<file path="config.mk">
export PLATFORM = sky130hd
export DESIGN_NAME = pid_error_terms
export DESIGN_NICKNAME = d
export VERILOG_FILES = /design/src/rtl/pet_pkg.sv /design/src/rtl/pet_cfg_regs.sv /design/src/rtl/pet_calc.sv /design/src/rtl/pid_error_terms.sv
export SDC_FILE = /design/constraint.sdc
export NUM_CORES = 2
export LEC_CHECK = 0
export ABC_AREA = 1
export ABC_CLOCK_PERIOD_IN_PS = 14300
export BUFFER_PORTS_ARGS = -buffer_cell sky130_fd_sc_hd__buf_2
export CELL_PAD_IN_SITES_DETAIL_PLACEMENT = 1
export CELL_PAD_IN_SITES_GLOBAL_PLACEMENT = 1
export CORE_ASPECT_RATIO = 0.9
export CORE_MARGIN = 5
export CORE_UTILIZATION = 49
export CTS_CLUSTER_DIAMETER = 150
export DETAILED_ROUTE_END_ITERATION = 10
export GPL_TIMING_DRIVEN = 0
export PLACE_DENSITY = 0.84
export SKIP_CTS_REPAIR_TIMING = 1
export SLEW_MARGIN = 10
export SYNTH_ARGS = -nofsm -noshare
export SYNTH_HDL_FRONTEND = slang
export SYNTH_SLANG_ARGS = --single-unit
export TNS_END_PERCENT = 10
</file>
<file path="constraint.sdc">
create_clock -name clk_i -period 14.3 [get_ports clk_i]
set_input_delay 2.86 -clock clk_i [delete_from_list [all_inputs] [get_ports clk_i]]
set_output_delay 2.86 -clock clk_i [all_outputs]
set_load 0.02 [all_outputs]
</file>
<file path="src/rtl/pet_pkg.sv">
`default_nettype none

package pet_pkg;

  localparam int unsigned DataW  = 16;
  localparam int unsigned ErrW   = 17;
  localparam int unsigned TermW  = 32;
  localparam int unsigned LimW   = 31;
  localparam int unsigned CfgIdxW = 2;

  localparam logic [CfgIdxW-1:0] CfgStepTime     = 2'd0;
  localparam logic [CfgIdxW-1:0] CfgStepRate     = 2'd1;
  localparam logic [CfgIdxW-1:0] CfgIntegralLimit = 2'd2;

  localparam logic [DataW-1:0] StepTimeRst      = 16'd655;
  localparam logic [DataW-1:0] StepRateRst      = 16'd25600;
  localparam logic [LimW-1:0]  IntegralLimitRst = 31'h7FFF_FFFF;

  // integral increment drops 16 fraction bits of step_time plus the halving
  localparam int unsigned IntShift  = 17;
  localparam int unsigned RateShift = 8;

  typedef struct packed {
    logic [DataW-1:0] step_time;
    logic [DataW-1:0] step_rate;
    logic [LimW-1:0]  integral_limit;
  } cfg_t;

  typedef struct packed {
    logic signed [ErrW-1:0]  last_error;
    logic signed [TermW-1:0] last_integral;
    logic                    first_sample;
  } hist_t;

  typedef struct packed {
    logic signed [ErrW-1:0]  error_term;
    logic signed [TermW-1:0] integral_term;
    logic signed [TermW-1:0] rate_term;
  } result_t;

endpackage

`default_nettype wire

</file>
<file path="src/rtl/pet_cfg_regs.sv">
`default_nettype none

module pet_cfg_regs (
  input  wire logic                              clk_i,
  input  wire logic                              rst_ni,
  input  wire logic                              cfg_we_i,
  input  wire logic [pet_pkg::CfgIdxW-1:0]       cfg_idx_i,
  input  wire logic [pet_pkg::LimW-1:0]          cfg_data_i,
  output pet_pkg::cfg_t                          cfg_o
);

  pet_pkg::cfg_t cfg_q;

  always_ff @(posedge clk_i or negedge rst_ni) begin
    if (!rst_ni) begin
      cfg_q.step_time      <= pet_pkg::StepTimeRst;
      cfg_q.step_rate      <= pet_pkg::StepRateRst;
      cfg_q.integral_limit <= pet_pkg::IntegralLimitRst;
    end else if (cfg_we_i) begin
      case (cfg_idx_i)
        pet_pkg::CfgStepTime: begin
          cfg_q.step_time <= cfg_data_i[pet_pkg::DataW-1:0];
        end
        pet_pkg::CfgStepRate: begin
          cfg_q.step_rate <= cfg_data_i[pet_pkg::DataW-1:0];
        end
        pet_pkg::CfgIntegralLimit: begin
          cfg_q.integral_limit <= cfg_data_i;
        end
        default: begin
        end
      endcase
    end
  end

  assign cfg_o = cfg_q;

endmodule

`default_nettype wire

</file>
<file path="src/rtl/pet_calc.sv">
`default_nettype none

module pet_calc (
  input  wire logic signed [pet_pkg::DataW-1:0] measured_i,
  input  wire logic signed [pet_pkg::DataW-1:0] target_i,
  input  wire logic                             restart_i,
  input  wire pet_pkg::cfg_t                    cfg_i,
  input  wire pet_pkg::hist_t                   hist_i,
  output pet_pkg::result_t                      result_o
);

  logic signed [pet_pkg::ErrW-1:0]    err;
  logic signed [pet_pkg::ErrW-1:0]    prev_err;
  logic signed [pet_pkg::TermW-1:0]   prev_int;
  logic                               first;
  logic signed [pet_pkg::ErrW:0]      err_sum;
  logic signed [pet_pkg::ErrW:0]      err_diff;
  logic signed [pet_pkg::ErrW+pet_pkg::DataW+1:0] int_prod;
  logic signed [pet_pkg::ErrW+pet_pkg::DataW+1:0] rate_prod;
  logic signed [pet_pkg::TermW:0]     int_sum;
  logic signed [pet_pkg::TermW:0]     lim_pos;
  logic signed [pet_pkg::TermW:0]     lim_neg;
  logic signed [pet_pkg::TermW:0]     int_clamped;
  logic signed [pet_pkg::ErrW+pet_pkg::DataW+1:0] rate_shifted;

  // restart clears history ahead of this sample
  assign prev_err = restart_i ? '0 : hist_i.last_error;
  assign prev_int = restart_i ? '0 : hist_i.last_integral;
  assign first    = restart_i | hist_i.first_sample;

  assign err      = pet_pkg::ErrW'(target_i) - pet_pkg::ErrW'(measured_i);
  assign err_sum  = (pet_pkg::ErrW+1)'(err) + (pet_pkg::ErrW+1)'(prev_err);
  assign err_diff = (pet_pkg::ErrW+1)'(err) - (pet_pkg::ErrW+1)'(prev_err);

  assign int_prod  = (pet_pkg::ErrW+pet_pkg::DataW+2)'(err_sum)
                   * (pet_pkg::ErrW+pet_pkg::DataW+2)'($signed({1'b0, cfg_i.step_time}));
  assign rate_prod = (pet_pkg::ErrW+pet_pkg::DataW+2)'(err_diff)
                   * (pet_pkg::ErrW+pet_pkg::DataW+2)'($signed({1'b0, cfg_i.step_rate}));

  assign int_sum = (pet_pkg::TermW+1)'(int_prod >>> pet_pkg::IntShift)
                 + (pet_pkg::TermW+1)'(prev_int);

  assign lim_pos = $signed({2'b00, cfg_i.integral_limit});
  assign lim_neg = -lim_pos;

  always_comb begin
    if (int_sum > lim_pos) begin
      int_clamped = lim_pos;
    end else if (int_sum < lim_neg) begin
      int_clamped = lim_neg;
    end else begin
      int_clamped = int_sum;
    end
  end

  // magnitude stays below 2^26, no saturation reachable
  assign rate_shifted = rate_prod >>> pet_pkg::RateShift;

  assign result_o.error_term    = err;
  assign result_o.integral_term = int_clamped[pet_pkg::TermW-1:0];
  assign result_o.rate_term     = first ? '0 : rate_shifted[pet_pkg::TermW-1:0];

endmodule

`default_nettype wire

</file>
<file path="src/rtl/pid_error_terms.sv">
// channel | direction | handshake               | payload
// config  | in        | cfg_we_i                | cfg_idx_i, cfg_data_i
// sample  | in        | in_valid_i / in_stall_o | measured_i, target_i, restart_i
// result  | out       | out_valid_o / out_stall_i | error_term_o, integral_term_o, rate_term_o
//
// result registered after the input register, one sample per clock while out_stall_i is low
// the rate is set by the registered update of the error and integral history
// reset clears history and loads the default config, no clearing pass
// a stall on the result side holds the result register and, once the input
// register is also full, raises in_stall_o in the same cycle
`default_nettype none

module pid_error_terms (
  input  wire logic                             clk_i,
  input  wire logic                             rst_ni,
  input  wire logic                             cfg_we_i,
  input  wire logic [pet_pkg::CfgIdxW-1:0]      cfg_idx_i,
  input  wire logic [pet_pkg::LimW-1:0]         cfg_data_i,
  input  wire logic                             in_valid_i,
  output      logic                             in_stall_o,
  input  wire logic signed [pet_pkg::DataW-1:0] measured_i,
  input  wire logic signed [pet_pkg::DataW-1:0] target_i,
  input  wire logic                             restart_i,
  output      logic                             out_valid_o,
  input  wire logic                             out_stall_i,
  output      logic signed [pet_pkg::ErrW-1:0]  error_term_o,
  output      logic signed [pet_pkg::TermW-1:0] integral_term_o,
  output      logic signed [pet_pkg::TermW-1:0] rate_term_o
);

  pet_pkg::cfg_t    cfg;
  pet_pkg::hist_t   hist_q;
  pet_pkg::result_t calc_res;
  pet_pkg::result_t res_q;

  logic                             s1_valid_q;
  logic signed [pet_pkg::DataW-1:0] measured_q;
  logic signed [pet_pkg::DataW-1:0] target_q;
  logic                             restart_q;
  logic                             out_valid_q;
  logic                             out_free;
  logic                             s1_move;
  logic                             in_xfer;

  assign out_free   = !out_valid_q || !out_stall_i;
  assign s1_move    = s1_valid_q && out_free;
  assign in_stall_o = s1_valid_q && !out_free;
  assign in_xfer    = in_valid_i && !in_stall_o;

  pet_cfg_regs u_cfg_regs (
    .clk_i      (clk_i),
    .rst_ni     (rst_ni),
    .cfg_we_i   (cfg_we_i),
    .cfg_idx_i  (cfg_idx_i),
    .cfg_data_i (cfg_data_i),
    .cfg_o      (cfg)
  );

  pet_calc u_calc (
    .measured_i (measured_q),
    .target_i   (target_q),
    .restart_i  (restart_q),
    .cfg_i      (cfg),
    .hist_i     (hist_q),
    .result_o   (calc_res)
  );

  always_ff @(posedge clk_i or negedge rst_ni) begin
    if (!rst_ni) begin
      s1_valid_q <= 1'b0;
    end else if (in_xfer) begin
      s1_valid_q <= 1'b1;
    end else if (s1_move) begin
      s1_valid_q <= 1'b0;
    end
  end

  always_ff @(posedge clk_i) begin
    if (in_xfer) begin
      measured_q <= measured_i;
      target_q   <= target_i;
      restart_q  <= restart_i;
    end
  end

  always_ff @(posedge clk_i or negedge rst_ni) begin
    if (!rst_ni) begin
      hist_q.last_error    <= '0;
      hist_q.last_integral <= '0;
      hist_q.first_sample  <= 1'b1;
    end else if (s1_move) begin
      hist_q.last_error    <= calc_res.error_term;
      hist_q.last_integral <= calc_res.integral_term;
      hist_q.first_sample  <= 1'b0;
    end
  end

  always_ff @(posedge clk_i or negedge rst_ni) begin
    if (!rst_ni) begin
      out_valid_q <= 1'b0;
    end else if (out_free) begin
      out_valid_q <= s1_valid_q;
    end
  end

  always_ff @(posedge clk_i) begin
    if (s1_move) begin
      res_q <= calc_res;
    end
  end

  assign out_valid_o     = out_valid_q;
  assign error_term_o    = res_q.error_term;
  assign integral_term_o = res_q.integral_term;
  assign rate_term_o     = res_q.rate_term;

endmodule

`default_nettype wire

</file>
==> PnR_summary.wiki <==
{| class="wikitable"
! Metric !! Value
|-
| Clock transition at path regs || 70 ps
|-
| Count of fill cells added during filler insertion || 8835
|-
| Met3 usage in global routing || roughly 6.6%
|-
| Post-synthesis instance total || 4410
|-
| Wirelength per Cell || between 20 and 25 um
|-
| FP Rows || 94
|-
| Setup-violating endpoint count in the final report || 0
|-
| CP startpoint kind || flop
|-
| Number of remaining DRC errors || 0
|-
| GR peak layer || met2
|-
| Port bufs || 153
|-
| TritonCTS Buffers || 29
|-
| Count of flip-flops with a built-in enable after synthesis || 109
|-
| Hold Fails Final Rpt || 0
|-
| Number of maximum-capacitance violations || 0
|-
| Netlist area before placement || 0.0361 mm^2
|-
| TNS Setup || 0 ps
|-
| Share of the synthesized area in the top cell type || 32.1%
|-
| Sequential fraction of the synthesis area || between 10% and 20%
|-
| Post-synthesis cell type count || 62
|-
| Clock latency on the worst-skew pair || 600 ps
|-
| Cell Count Post-Placement || roughly 5.5k
|-
| Worst-Margin Slew || 1230 ps
|-
| Flip-flop and latch count after synthesis || roughly 220
|-
| Max-slew violation count || 0
|-
| Critical path type || reg2reg
|-
| Share of synthesized flip-flops with an asynchronous set or reset || 51.3%
|-
| Period minus WS final || between 10000 and 15000 ps
|-
| Share of the cycle needed by the critical path after routing || ~100%
|-
| Wirelength, routed || 126000 um
|-
| Routing usage on met1 || 40.3%
|-
| Vias per cell || approximately 5.6
|-
| Overall global routing resource usage || 30.1%
|-
| HPWL after detailed placement || 99600 um
|-
| Iteration count of the initial detailed-routing pass || 5
|-
| DR vias || approximately 31k
|-
| Pin count of the biggest net entering global routing || 85
|-
| Buffer depth of the longest clock path || 3
|-
| Delay of the slowest critical-path stage || 610 ps
|-
| CTS tree || built
|-
| Largest area contributor in the synthesized netlist || fa_1
|-
| Area Growth Syn to Fin || 13.3%
|-
| Slowest stage cell on the critical path || fa_2
|-
| Synthesized net count || 5370
|-
| NumNets Final || 5623
|-
| Iter 0 DRT Violations || 2483
|-
| Initial antenna violation count || 1
|-
| Diodes inserted || 0
|-
| CP Max Fanout || 10
|-
| Wire length of the first global-routing pass || around 190000 um
|-
| Number of sinks on the clock net || 224
|-
| Maximum clock rate || 70.6 MHz
|-
| Data required time of the worst path || ~15000 ps
|-
| Top area cells in the synthesized netlist || fa_1, ha_1, inv_1, nand2_1, edfxtp_1
|-
| Proportion of layout cells with a drive suffix above 1 || 12.9%
|-
| Warning count from the yosys run || 0
|-
| Full die area || 0.0792 mm^2
|-
| Die Height || 268 um
|-
| Grt met2 use || 49.7%
|-
| Hold Crit Class || reg2reg
|-
| Post-Route Hold Slack || 445 ps
|-
| Primary FF master, synth || edfxtp_1
|-
| Die W || 296 um
|-
| Placeable Area || 0.0732 mm^2
|-
| CP arrival || between 10000 and 15000 ps
|-
| Via count of the first global-routing pass || roughly 34k
|-
| CTS Root Cell || clkbuf_16
|-
| Critical Path End Type || flop
|-
| Final GP Congestion || approximately 0.95
|-
| Aggregate global routing overflow || 0
|-
| Antenna violation net count after detailed routing || 0
|-
| Final worst clock skew || 15.4 ps
|-
| IO Count || ~150
|-
| Final standard cell count with taps included and fillers excluded || 5645
|-
| Initial Util || 49.4%
|-
| CTS HTree Levels || 1
|-
| Relative slew margins || 17.8%
|-
| Outcome || finished clean
|-
| Mean instance size in the synthesized netlist || 8.19 um^2
|}
area by class of cell:
cell class                 count  area, um^2  area share (%)
buffer                       108         571            1.39
tap                          960        1200            2.93
timing repair buffer         230        1430            3.48
multi-input combinational   3012       26600            64.9
clock buffer                  33         762            1.86
inverter                    1058        3990            9.76
sequential                   224        6200            15.2
clock inverter                20         200           0.489
registers in the layout, indices dropped and copies added, names as in the netlist:
name              flops
s1_valid_q            1
error_term_o         17
measured_q           16
u_cfg_regs.cfg_o     63
hist_q               50
restart_q             1
integral_term_o      32
target_q             16
out_valid_o           1
rate_term_o          27
cell usage after synthesis, types with 74 or more instances:
| library cell | count |
|---|---|
| nand3_1 | 138 |
| a21oi_1 | 185 |
| fa_1 | 580 |
| edfxtp_1 | 109 |
| o21ai_0 | 148 |
| xor2_1 | 75 |
| inv_1 | 1025 |
| ha_1 | 309 |
| dfrtp_1 | 74 |
| clkbuf_1 | 89 |
| nor2_1 | 389 |
| nand2_1 | 913 |
worst max-delay path: cells and delay by family, from the launching register on:
kind	cells	cell delay, ps
compound gates	14	2320
xor+xnor	1	160
fa+ha+maj	12	4970
buf+inv	16	1860
flops	1	420
simple gates	35	4150
per-layer routing:
layer | up-vias | wire [um] | part of all wire (%)
met4 | 4 | 4040 | 3.2
met2 | 1222 | 60200 | 48
met1 | 16100 | 51000 | 40
met5 | - | 210 | 0.17
li1 | 13800 | - | -
met3 | 256 | 10700 | 8.4
cells in the final DEF (no fill, tap or decap), types with 11 or more instances in the layout:
master,count
edfxtp_1,109
inv_1,1020
nor2_1,372
clkinv_1,22
buf_2,160
ha_1,283
o21a_1,17
nand3_2,13
nand4_1,29
nand2_4,18
nor2_2,13
a21oi_1,166
nand2_1,879
fa_1,575
dfrtp_1,74
nand3_1,129
nor2_4,11
nor3_1,12
clkbuf_1,76
a31oi_1,11
xnor2_1,28
buf_4,81
xor2_1,59
nand2_2,41
clkbuf_16,31
o21ai_1,17
xor2_2,12
ha_4,21
a21oi_2,16
dfstp_2,41
or2_2,17
o21ai_0,137
stage by stage:
stage | setup WS [ps] | utilization [%] | cell area (um^2)
after floorplan | 1180 | - | 36100
after global placement | -2630 | 52.1 | 38100
after detailed placement | -2940 | 52.1 | 38100
after CTS | -3060 | 53.5 | 39100
after global routing | -401 | 56.0 | 40900
final | 132 | 56.0 | 40900
worst paths after layout:
| check | cells past startpoint | startpoint | end | slack, ps |
|---|---|---|---|---|
| max | 78 | measured_q[0] | integral_term_o[21] | 130 |
| min | 2 | hist_q[0] | hist_q[0] | 440 |
| min in group asynchronous | 1 | rst_ni | hist_q[26] | 2160 |
| max in group asynchronous | 2 | rst_ni | u_cfg_regs.cfg_o[54] | 11340 |
| min reg2reg | 2 | hist_q[0] | hist_q[0] | 440 |
| max reg2reg | 78 | measured_q[0] | integral_term_o[21] | 130 |
kinds of logic after synthesis:
| group | count (synthesis) | share of synthesized area [%] |
|---|---|---|
| AND/OR/NAND/NOR | 1583 | 18.3 |
| adder cells (fa/ha/maj) | 889 | 42.9 |
| XOR/XNOR | 109 | 2.66 |
| buffers and inverters | 1174 | 12.5 |
| flip-flops | 224 | 17.2 |
| AO/OA/AOI/OAI | 431 | 6.59 |
Power is not shown: default switching activity piles up to over one toggle a cycle in this logic, so the estimate is an artifact.
